### src/hw/rtl/kmsf_pkg.sv
// Shared types and constants for the spanning forest block.
`timescale 1ns / 1ps
`default_nettype none
package kmsf_pkg;
    localparam int MAX_VERTICES = 16;
    localparam int VERT_W       = 4;
    localparam int WEIGHT_W     = 16;
    localparam int VCOUNT_W     = 5;
    localparam int QUEUE_DEPTH  = 2;

    typedef struct packed {
        logic [WEIGHT_W-1:0] weight;
        logic [VERT_W-1:0]   to;
        logic [VERT_W-1:0]   from;
    } link_t;

    typedef struct packed {
        logic [VCOUNT_W-1:0] vcount;
        logic                in_range;
        logic                last;
        link_t               link;
    } q_beat_t;

    typedef struct packed {
        logic  dropped;
        logic  no_edges;
        logic  last;
        link_t link;
    } result_t;
endpackage
`default_nettype wire

### src/hw/rtl/kmsf_front.sv
// Input side: vertex count register and per-edge range classification.
`timescale 1ns / 1ps
`default_nettype none
module kmsf_front import kmsf_pkg::*; (
    input  wire logic                aclk,
    input  wire logic                aresetn,
    input  wire logic                cfg_we,
    input  wire logic [VCOUNT_W-1:0] cfg_wdata,
    input  wire logic                s_tvalid,
    output logic                     s_tready,
    input  wire logic [23:0]         s_tdata,
    input  wire logic                s_tlast,
    output q_beat_t                  q_beat,
    output logic                     q_push,
    input  wire logic                q_full
);
    localparam int VCW = $clog2(MAX_VERTICES + 1);

    logic [VCOUNT_W-1:0] vcount_reg;
    logic [VCW-1:0]      eff_nv;
    link_t               link_in;

    always_ff @(posedge aclk) begin
        if (!aresetn) begin
            vcount_reg <= VCOUNT_W'(16);
        end else if (cfg_we) begin
            vcount_reg <= cfg_wdata;
        end
    end

    assign eff_nv   = (vcount_reg > MAX_VERTICES) ? VCW'(MAX_VERTICES) : VCW'(vcount_reg);
    assign link_in  = link_t'(s_tdata);
    assign s_tready = !q_full;
    assign q_push   = s_tvalid && !q_full;

    always_comb begin
        q_beat.vcount   = vcount_reg;
        q_beat.in_range = (link_in.from < eff_nv) && (link_in.to < eff_nv);
        q_beat.last     = s_tlast;
        q_beat.link     = link_in;
    end
endmodule
`default_nettype wire

### src/hw/rtl/kmsf_queue.sv
// Short queue of classified edge beats between front and back.
`timescale 1ns / 1ps
`default_nettype none
module kmsf_queue import kmsf_pkg::*; (
    input  wire logic aclk,
    input  wire logic aresetn,
    input  q_beat_t   wr_beat,
    input  wire logic push,
    output logic      full,
    output q_beat_t   rd_beat,
    output logic      valid,
    input  wire logic pop
);
    localparam int PW = (QUEUE_DEPTH > 1) ? $clog2(QUEUE_DEPTH) : 1;
    localparam int CW = $clog2(QUEUE_DEPTH + 1);

    q_beat_t        slot_reg [QUEUE_DEPTH];
    logic [PW-1:0]  wr_ptr_reg;
    logic [PW-1:0]  rd_ptr_reg;
    logic [CW-1:0]  count_reg;
    logic           do_push;
    logic           do_pop;

    assign full    = (count_reg == CW'(QUEUE_DEPTH));
    assign valid   = (count_reg != '0);
    assign rd_beat = slot_reg[rd_ptr_reg];
    assign do_push = push && !full;
    assign do_pop  = pop && valid;

    always_ff @(posedge aclk) begin
        if (do_push) begin
            slot_reg[wr_ptr_reg] <= wr_beat;
        end
    end

    always_ff @(posedge aclk) begin
        if (!aresetn) begin
            wr_ptr_reg <= '0;
            rd_ptr_reg <= '0;
            count_reg  <= '0;
        end else begin
            if (do_push) begin
                wr_ptr_reg <= (wr_ptr_reg == PW'(QUEUE_DEPTH - 1)) ? '0 : wr_ptr_reg + 1'b1;
            end
            if (do_pop) begin
                rd_ptr_reg <= (rd_ptr_reg == PW'(QUEUE_DEPTH - 1)) ? '0 : rd_ptr_reg + 1'b1;
            end
            if (do_push && !do_pop) begin
                count_reg <= count_reg + 1'b1;
            end else if (do_pop && !do_push) begin
                count_reg <= count_reg - 1'b1;
            end
        end
    end
endmodule
`default_nettype wire

### src/hw/rtl/kmsf_back.sv
// Edge store, ordered selection scan, union-find sequencer and result register.
`timescale 1ns / 1ps
`default_nettype none
module kmsf_back import kmsf_pkg::*; #(
    parameter int MAX_EDGES    = 64
) (
    input  wire logic aclk,
    input  wire logic aresetn,
    input  q_beat_t   q_beat,
    input  wire logic q_valid,
    output logic      q_pop,
    output logic      m_tvalid,
    output logic [23:0] m_tdata,
    output logic      m_tlast,
    output logic [1:0] m_tuser,
    input  wire logic m_tready
);
    localparam int EIW = (MAX_EDGES > 1) ? $clog2(MAX_EDGES) : 1;
    localparam int ECW = $clog2(MAX_EDGES + 1);
    localparam int VIW = $clog2(MAX_VERTICES);
    localparam int VCW = $clog2(MAX_VERTICES + 1);
    localparam int SW  = $clog2(MAX_VERTICES + 1);
    localparam int KW  = WEIGHT_W + ECW;

    typedef enum logic [7:0] {
        ST_LOAD = 8'b0000_0001,
        ST_INIT = 8'b0000_0010,
        ST_SCAN = 8'b0000_0100,
        ST_FIND = 8'b0000_1000,
        ST_COMP = 8'b0001_0000,
        ST_SIZE = 8'b0010_0000,
        ST_JOIN = 8'b0100_0000,
        ST_FIN  = 8'b1000_0000
    } state_t;

    state_t         state_reg;
    link_t          mem [MAX_EDGES];
    logic [VIW-1:0] parent_mem [MAX_VERTICES];
    logic [SW-1:0]  size_mem [MAX_VERTICES];

    logic [ECW-1:0] total_reg;
    logic           drop_reg;
    logic [VCW-1:0] nv_reg;
    logic [ECW-1:0] scan_idx_reg;
    logic           rd_vld_reg;
    logic [ECW-1:0] rd_idx_reg;
    link_t          rd_data_reg;
    logic [KW-1:0]  best_key_reg;
    link_t          best_link_reg;
    logic           have_best_reg;
    logic [KW-1:0]  prev_key_reg;
    logic           have_prev_reg;
    logic [VIW-1:0] r_reg;
    logic [VIW-1:0] v_reg;
    logic [VIW-1:0] ru_reg;
    logic           phase_reg;
    logic [SW-1:0]  sa_reg;
    link_t          pend_reg;
    logic           pend_valid_reg;
    result_t        out_reg;
    logic           out_valid_reg;

    logic [KW-1:0]  rd_key;
    logic [VIW-1:0] par_addr;
    logic [VIW-1:0] par_rd;
    logic [VIW-1:0] size_addr;
    logic [SW-1:0]  size_rd;
    logic           can_push;
    logic           out_load;
    logic [VCW-1:0] last_nv;

    assign rd_key    = {rd_data_reg.weight, rd_idx_reg};
    assign par_addr  = (state_reg == ST_COMP) ? v_reg : r_reg;
    assign par_rd    = parent_mem[par_addr];
    assign size_addr = (state_reg == ST_SIZE) ? ru_reg : r_reg;
    assign size_rd   = size_mem[size_addr];
    assign can_push  = !out_valid_reg || m_tready;
    assign out_load  = ((state_reg == ST_JOIN) && pend_valid_reg && can_push)
                       || ((state_reg == ST_FIN) && can_push);
    assign q_pop     = (state_reg == ST_LOAD) && q_valid;
    assign last_nv   = (q_beat.vcount > MAX_VERTICES) ? VCW'(MAX_VERTICES)
                                                      : VCW'(q_beat.vcount);

    assign m_tvalid = out_valid_reg;
    assign m_tdata  = out_reg.link;
    assign m_tlast  = out_reg.last;
    assign m_tuser  = {out_reg.dropped, out_reg.no_edges};

    always_ff @(posedge aclk) begin
        rd_data_reg <= mem[scan_idx_reg[EIW-1:0]];
        if (q_pop && q_beat.in_range && (total_reg < ECW'(MAX_EDGES))) begin
            mem[total_reg[EIW-1:0]] <= q_beat.link;
        end
    end

    always_ff @(posedge aclk) begin
        if (!aresetn) begin
            state_reg      <= ST_LOAD;
            total_reg      <= '0;
            drop_reg       <= 1'b0;
            rd_vld_reg     <= 1'b0;
            have_best_reg  <= 1'b0;
            have_prev_reg  <= 1'b0;
            pend_valid_reg <= 1'b0;
            out_valid_reg  <= 1'b0;
            scan_idx_reg   <= '0;
        end else begin
            if (m_tready && !out_load) begin
                out_valid_reg <= 1'b0;
            end
            unique case (state_reg)
                ST_LOAD: begin
                    if (q_valid) begin
                        if (q_beat.in_range && (total_reg < ECW'(MAX_EDGES))) begin
                            total_reg <= total_reg + 1'b1;
                        end else begin
                            drop_reg <= 1'b1;
                        end
                        if (q_beat.last) begin
                            nv_reg    <= last_nv;
                            state_reg <= ST_INIT;
                        end
                    end
                end
                ST_INIT: begin
                    for (int i = 0; i < MAX_VERTICES; i++) begin
                        if (i < nv_reg) begin
                            parent_mem[i] <= VIW'(i);
                            size_mem[i]   <= SW'(1);
                        end
                    end
                    scan_idx_reg  <= '0;
                    rd_vld_reg    <= 1'b0;
                    have_best_reg <= 1'b0;
                    have_prev_reg <= 1'b0;
                    state_reg     <= ST_SCAN;
                end
                ST_SCAN: begin
                    if (scan_idx_reg < total_reg) begin
                        rd_vld_reg   <= 1'b1;
                        rd_idx_reg   <= scan_idx_reg;
                        scan_idx_reg <= scan_idx_reg + 1'b1;
                    end else begin
                        rd_vld_reg <= 1'b0;
                    end
                    if (rd_vld_reg) begin
                        if ((!have_prev_reg || rd_key > prev_key_reg)
                            && (!have_best_reg || rd_key < best_key_reg)) begin
                            best_key_reg  <= rd_key;
                            best_link_reg <= rd_data_reg;
                            have_best_reg <= 1'b1;
                        end
                    end else if (scan_idx_reg == total_reg) begin
                        if (!have_best_reg) begin
                            state_reg <= ST_FIN;
                        end else begin
                            prev_key_reg  <= best_key_reg;
                            have_prev_reg <= 1'b1;
                            scan_idx_reg  <= '0;
                            have_best_reg <= 1'b0;
                            if ((best_link_reg.from < nv_reg) && (best_link_reg.to < nv_reg)) begin
                                r_reg     <= VIW'(best_link_reg.from);
                                v_reg     <= VIW'(best_link_reg.from);
                                phase_reg <= 1'b0;
                                state_reg <= ST_FIND;
                            end
                        end
                    end
                end
                ST_FIND: begin
                    if (par_rd == r_reg) begin
                        state_reg <= ST_COMP;
                    end else begin
                        r_reg <= par_rd;
                    end
                end
                ST_COMP: begin
                    if (v_reg != r_reg) begin
                        parent_mem[v_reg] <= r_reg;
                        v_reg             <= par_rd;
                    end else if (!phase_reg) begin
                        ru_reg    <= r_reg;
                        r_reg     <= VIW'(best_link_reg.to);
                        v_reg     <= VIW'(best_link_reg.to);
                        phase_reg <= 1'b1;
                        state_reg <= ST_FIND;
                    end else if (r_reg == ru_reg) begin
                        state_reg <= ST_SCAN;
                    end else begin
                        state_reg <= ST_SIZE;
                    end
                end
                ST_SIZE: begin
                    sa_reg    <= size_rd;
                    state_reg <= ST_JOIN;
                end
                ST_JOIN: begin
                    if (!pend_valid_reg || can_push) begin
                        if (sa_reg > size_rd) begin
                            parent_mem[r_reg] <= ru_reg;
                            size_mem[ru_reg]  <= sa_reg + size_rd;
                        end else begin
                            parent_mem[ru_reg] <= r_reg;
                            size_mem[r_reg]    <= size_rd + sa_reg;
                        end
                        if (pend_valid_reg) begin
                            out_reg.link     <= pend_reg;
                            out_reg.last     <= 1'b0;
                            out_reg.no_edges <= 1'b0;
                            out_reg.dropped  <= drop_reg;
                            out_valid_reg    <= 1'b1;
                        end
                        pend_reg       <= best_link_reg;
                        pend_valid_reg <= 1'b1;
                        state_reg      <= ST_SCAN;
                    end
                end
                ST_FIN: begin
                    if (can_push) begin
                        out_reg.link     <= pend_valid_reg ? pend_reg : '0;
                        out_reg.last     <= 1'b1;
                        out_reg.no_edges <= !pend_valid_reg;
                        out_reg.dropped  <= drop_reg;
                        out_valid_reg    <= 1'b1;
                        pend_valid_reg   <= 1'b0;
                        total_reg        <= '0;
                        drop_reg         <= 1'b0;
                        scan_idx_reg     <= '0;
                        state_reg        <= ST_LOAD;
                    end
                end
                default: begin
                    state_reg <= ST_LOAD;
                end
            endcase
        end
    end
endmodule
`default_nettype wire

### src/hw/rtl/kruskal_minimum_spanning_forest.sv
// Top level: minimum spanning forest over a streamed weighted edge list.
// Loading takes one edge beat per cycle while the back end is in its load state; after the last
// beat, each stored edge is picked in weight order by a full pass over the store, plus one empty pass.
// For each edge picked, both endpoints are found and path-compressed; differing roots are joined by size.
// The next graph loads only after the final result is registered.
// Synchronous active-low reset clears control state and sets vertex_count to 16.
`timescale 1ns / 1ps
`default_nettype none
module kruskal_minimum_spanning_forest import kmsf_pkg::*; #(
    parameter int MAX_EDGES    = 64
) (
    input  wire logic                aclk,
    input  wire logic                aresetn,
    input  wire logic                cfg_we,
    input  wire logic [VCOUNT_W-1:0] cfg_wdata,   // vertex_count
    input  wire logic                s_tvalid,
    output logic                     s_tready,
    input  wire logic [23:0]         s_tdata,     // edge_from, edge_to, edge_weight
    input  wire logic                s_tlast,
    output logic                     m_tvalid,
    input  wire logic                m_tready,
    output logic [23:0]              m_tdata,     // tree_from, tree_to, tree_weight
    output logic                     m_tlast,
    output logic [1:0]               m_tuser      // no_edges, dropped
);
    q_beat_t push_beat;
    q_beat_t pop_beat;
    logic    q_push;
    logic    q_full;
    logic    q_valid;
    logic    q_pop;

    kmsf_front u_front (
        .aclk(aclk), .aresetn(aresetn), .cfg_we(cfg_we), .cfg_wdata(cfg_wdata),
        .s_tvalid(s_tvalid), .s_tready(s_tready), .s_tdata(s_tdata), .s_tlast(s_tlast),
        .q_beat(push_beat), .q_push(q_push), .q_full(q_full)
    );

    kmsf_queue u_queue (
        .aclk(aclk), .aresetn(aresetn), .wr_beat(push_beat), .push(q_push), .full(q_full),
        .rd_beat(pop_beat), .valid(q_valid), .pop(q_pop)
    );

    kmsf_back #(.MAX_EDGES(MAX_EDGES)) u_back (
        .aclk(aclk), .aresetn(aresetn), .q_beat(pop_beat), .q_valid(q_valid), .q_pop(q_pop),
        .m_tvalid(m_tvalid), .m_tdata(m_tdata), .m_tlast(m_tlast), .m_tuser(m_tuser),
        .m_tready(m_tready)
    );
endmodule
`default_nettype wire

### config.mk
export PLATFORM = sky130hd
export DESIGN_NAME = kruskal_minimum_spanning_forest
export DESIGN_NICKNAME = d
export VERILOG_FILES = /design/src/hw/rtl/kmsf_pkg.sv /design/src/hw/rtl/kmsf_front.sv /design/src/hw/rtl/kmsf_queue.sv /design/src/hw/rtl/kmsf_back.sv /design/src/hw/rtl/kruskal_minimum_spanning_forest.sv
export SDC_FILE = /design/constraint.sdc
export NUM_CORES = 2
export LEC_CHECK = 0
export ABC_AREA = 1
export BUFFER_PORTS_ARGS = -buffer_cell sky130_fd_sc_hd__buf_2
export CAP_MARGIN = 10
export CORE_MARGIN = 8
export CORE_UTILIZATION = 40
export CTS_BUF_LIST = sky130_fd_sc_hd__clkbuf_16
export CTS_CLUSTER_DIAMETER = 50
export DETAILED_ROUTE_END_ITERATION = 10
export PLACE_DENSITY = 0.54
export SKIP_CTS_REPAIR_TIMING = 1
export SLEW_MARGIN = 0
export SYNTH_ARGS = -nofsm -noshare
export SYNTH_HDL_FRONTEND = slang
export SYNTH_HIERARCHICAL = 1
export SYNTH_SLANG_ARGS = --single-unit
### constraint.sdc
create_clock -name aclk -period 8 [get_ports aclk]
set_clock_uncertainty 0.15 [all_clocks]
set_input_delay 1.2 -clock aclk [delete_from_list [all_inputs] [get_ports aclk]]
set_output_delay 1.2 -clock aclk [all_outputs]
set_load 0.01 [all_outputs]
==> results.md <==
Timing:
- The ratio of final minimum period to clock period is 77.4%.
- Setup violations remaining at the end of the flow were counted as 0.
- The number of hold violations in the final report was 0.
- The transition time of the tightest slew-check pin is between 1 and 1.5 ns.
- Setup repair after global routing left no endpoint under its margin.
- For this run, the top clock speed supported by timing is 0.162 GHz.
- Summed over all failing endpoints, the final setup total negative slack is 0 ns.
- The final-report max-slew violation count came to 0.
- The smallest clock period supported by the final layout is computed as 6.19 ns.
- Headroom to the max-slew limit came out at 17.2%.

Logic synthesis:
- The number of enable flip-flop cells after synthesis is 1877.
- For this run, the number of Yosys warnings is 6.
- The proportion of synthesized flip-flops having asynchronous set or reset is 0%.
- The gate count after technology mapping is 6174.
- The post-synthesis cell area is about 78000 sq um.
- After synthesis the netlist holds a flip-flop and latch count of just under 2000.
- The sequential cell area fraction in the yosys report is 73.6%.
- The mean area per synthesized cell is 12.7 sq um.
- The predominant post-synthesis flop cell is edfxtp_1.
- The post-synthesis cell type count is between 50 and 60.
- The number of nets in the synthesized netlist is 6286.

Critical path:
- The critical path data arrival time is between 6 and 7 ns.
- The type of the worst setup path is reg -> reg.
- In this run the worst path has a maximum fanout of 41.
- The library cell appearing most often on the critical path is nand2_1.
- The data required time of the critical path is 8.37 ns.
- The slowest cell on the critical path is ha_1.
- The type of element launching the critical path is a flop.
- For this run, the slowest stage of the critical path takes 0.78 ns.
- The internal reg-to-reg setup slack is 1.81 ns.
- The element type at the critical path end is a flop.

Clock tree:
- The number of buffers on the longest clock path is 3.
- The total CTS buffers is 210.
- The total number of H-tree levels is 4.
- Clock-pin slew was measured on the worst setup and hold paths at 0.06 ns.
- The CTS root buffer is clkbuf_16.
- The CTS sink count is between 1500 and 2000.
- The clock tree from TritonCTS is done.
- For the worst-skew pair, the clock arrives at the later sink with an insertion delay of 0.84 ns.

Job:
- The max-capacitance violation count is 0.

Cells and area:
- The post-route netlist has 11.0% of its cells at a drive strength greater than 1.
- The number of flip-flops under the largest register name is between 1500 and 2000.
- Once layout is complete, the cells apart from fillers number 9001.
- The synthesis-to-finish area growth is 13.2%.
- The post-layout net count is 6314.

Drt:
- For this run, design rule violations remaining after detail routing come to 0.
- The post-detailed-route via-to-cell ratio is around 5.5.
- The final routed wirelength across all metal layers is 221 mm.
- After the first detailed-routing iteration, the DRC count stood at 5174.
- The vias after detailed routing is roughly 50000.
- After detailed routing, the average wire length per cell comes to between 20 and 25 um.
- The pre-antenna-repair detailed-routing pass consisted of 6 iterations.
- In this run the remaining antenna-violating nets after routing total 0.

Global routing:
- The sum of overflow across all layers after global routing is 0.
- The initial antenna violation count is 8.
- The global-route wire length before repair is 323 mm.
- Entering global routing, the biggest net connects 181 pins.
- The total track usage is 20.3%.
- The via count of the first global-routing pass came to 47200.

Placement:
- The instance count after placement with tap cells included is about 8600.
- The global placer's final weighted congestion is ~0.86.
- The half-perimeter wire length after placement is roughly 120 mm.
- The number of I/O port buffers is 63.

Die:
- Once the floorplan was initialized, standard cells occupied 40.2% of the core.
- The die height is 458 um.
- Pin placement for this block handled between 60 and 70 I/O pins.
- The area of the die is approximately 210000 sq um.
- From left edge to right edge, the die measures 458 um.
- The region available for standard cell placement spans between 150000 and 200000 sq um.
- The standard-cell row count is roughly 160.

Power:
- In this run the power density over the cells is around 290 nW/um^2.
- Summed over all cells, the static leakage comes to 29.9 nW.
- The peak supply drop is around 0.25 mV.
- The completed layout was analyzed and its total power is 25.6 mW.

Status:
- The run finished with clean final reports.

Min path:
- The tightest min-delay check is of the reg -> reg type.
## path summary, 6_finish.rpt
path                                                  startpoint  cells past startpoint                                   to
worst min-delay path               u_back/rd_data_reg[2]$_DFF_P_                      0    u_back/best_link_reg[2]$_DFFE_PP_
worst max register to register  u_back/state_reg[0]$_SDFFE_PN1P_                     26  u_back/size_mem[6][1]$_SDFFCE_PN0P_
worst min register to register     u_back/rd_data_reg[2]$_DFF_P_                      0    u_back/best_link_reg[2]$_DFFE_PP_
worst max-delay path            u_back/state_reg[0]$_SDFFE_PN1P_                     26  u_back/size_mem[6][1]$_SDFFCE_PN0P_
## synth_stat cells (all sizes together), types with 2 or more instances
| cell | number | area [sq um] |
|---|---|---|
| a31oi | 23 | 144 |
| nand3 | 273 | 1380 |
| mux2 | 31 | 349 |
| clkbuf | 331 | 1240 |
| a21boi | 2 | 22.5 |
| xor2 | 10 | 87.6 |
| a221oi | 3 | 26.3 |
| nor2 | 1086 | 4120 |
| ha | 76 | 951 |
| xnor2 | 2 | 17.5 |
| nand4 | 57 | 357 |
| o22ai | 239 | 1500 |
| o21a | 5 | 37.5 |
| a221o | 7 | 70.1 |
| edfxtp | 1877 | 56400 |
| a211oi | 7 | 52.6 |
| nand3b | 4 | 30.0 |
| o211ai | 49 | 368 |
| o21ai | 838 | 4220 |
| o221ai | 153 | 1340 |
| nor3b | 7 | 62.6 |
| nand2 | 562 | 2140 |
| a32o | 4 | 40.0 |
| inv | 299 | 1120 |
| a31o | 2 | 17.5 |
| dfxtp | 62 | 1240 |
| a21oi | 73 | 365 |
| clkinv | 5 | 18.8 |
| nor3 | 11 | 76.3 |
| nor4 | 14 | 121 |
| buf | 55 | 348 |
## per-stage QoR
step,utilization (%),cell area (sq um),setup slack [ns],hold WS (ns)
floorplan,-,78300,3.49,0.236
global placement,42.0,81800,1.83,0.241
detailed placement,42.0,81800,1.77,0.241
CTS,45.5,88600,1.74,0.257
global route,45.5,88600,1.17,0.257
finish,45.5,88600,1.81,0.256
## routing by layer
metal	up-vias	global-route usage [%]	wire, um
met3	340	3.14	14600
met2	1693	32.4	102000
met5	-	0	13
met4	2	6.47	6900
met1	25000	28.8	97200
li1	22700	-	-
## layout make-up
cell class	count	area (sq um)
diodes	2	5.00
fillers	17500	106000
flip-flops and latches	1939	57600
multi-input cells	3545	18200
clock inverters	172	1480
repair buffers	202	1480
inverters	304	1160
well taps	2624	3280
clock buffers	213	5330
## critical path: cells and delay by family, from the launching register on
kind | cells | cell delay [ns]
compound gates | 2 | 0.30
fa+ha+maj | 1 | 0.78
buf+inv | 7 | 1.37
flops | 1 | 0.32
simple gates | 16 | 2.92
## placed cells by master (no fill, tap or decap), drive strengths merged, types with 76 or more instances in the layout
cell    netlist  layout
nand2       562     562
nand3       273     273
o22ai       239     239
buf          55     202
clkbuf      331     213
inv         299     365
clkinv        5      82
o221ai      153     153
o21ai       838     838
nor2       1086    1086
ha           76      76
edfxtp     1877    1877
## power by group
part           switching (mW)  internal (mW)  total (mW)
sequential              0.135           12.4        12.5
clock                    4.03           5.46        9.49
combinational            2.87          0.709        3.58
total                    7.03           18.5        25.6
## kinds of logic after synthesis
group	synth area share, %
AND/OR/NAND/NOR	10.6
flip-flops	73.6
AO/OA/AOI/OAI	10.5
buffers and inverters	3.49
adder cells (fa/ha/maj)	1.24
multiplexers	0.446
XOR/XNOR	0.134
No activity file was read; power rests on OpenSTA's default activity.
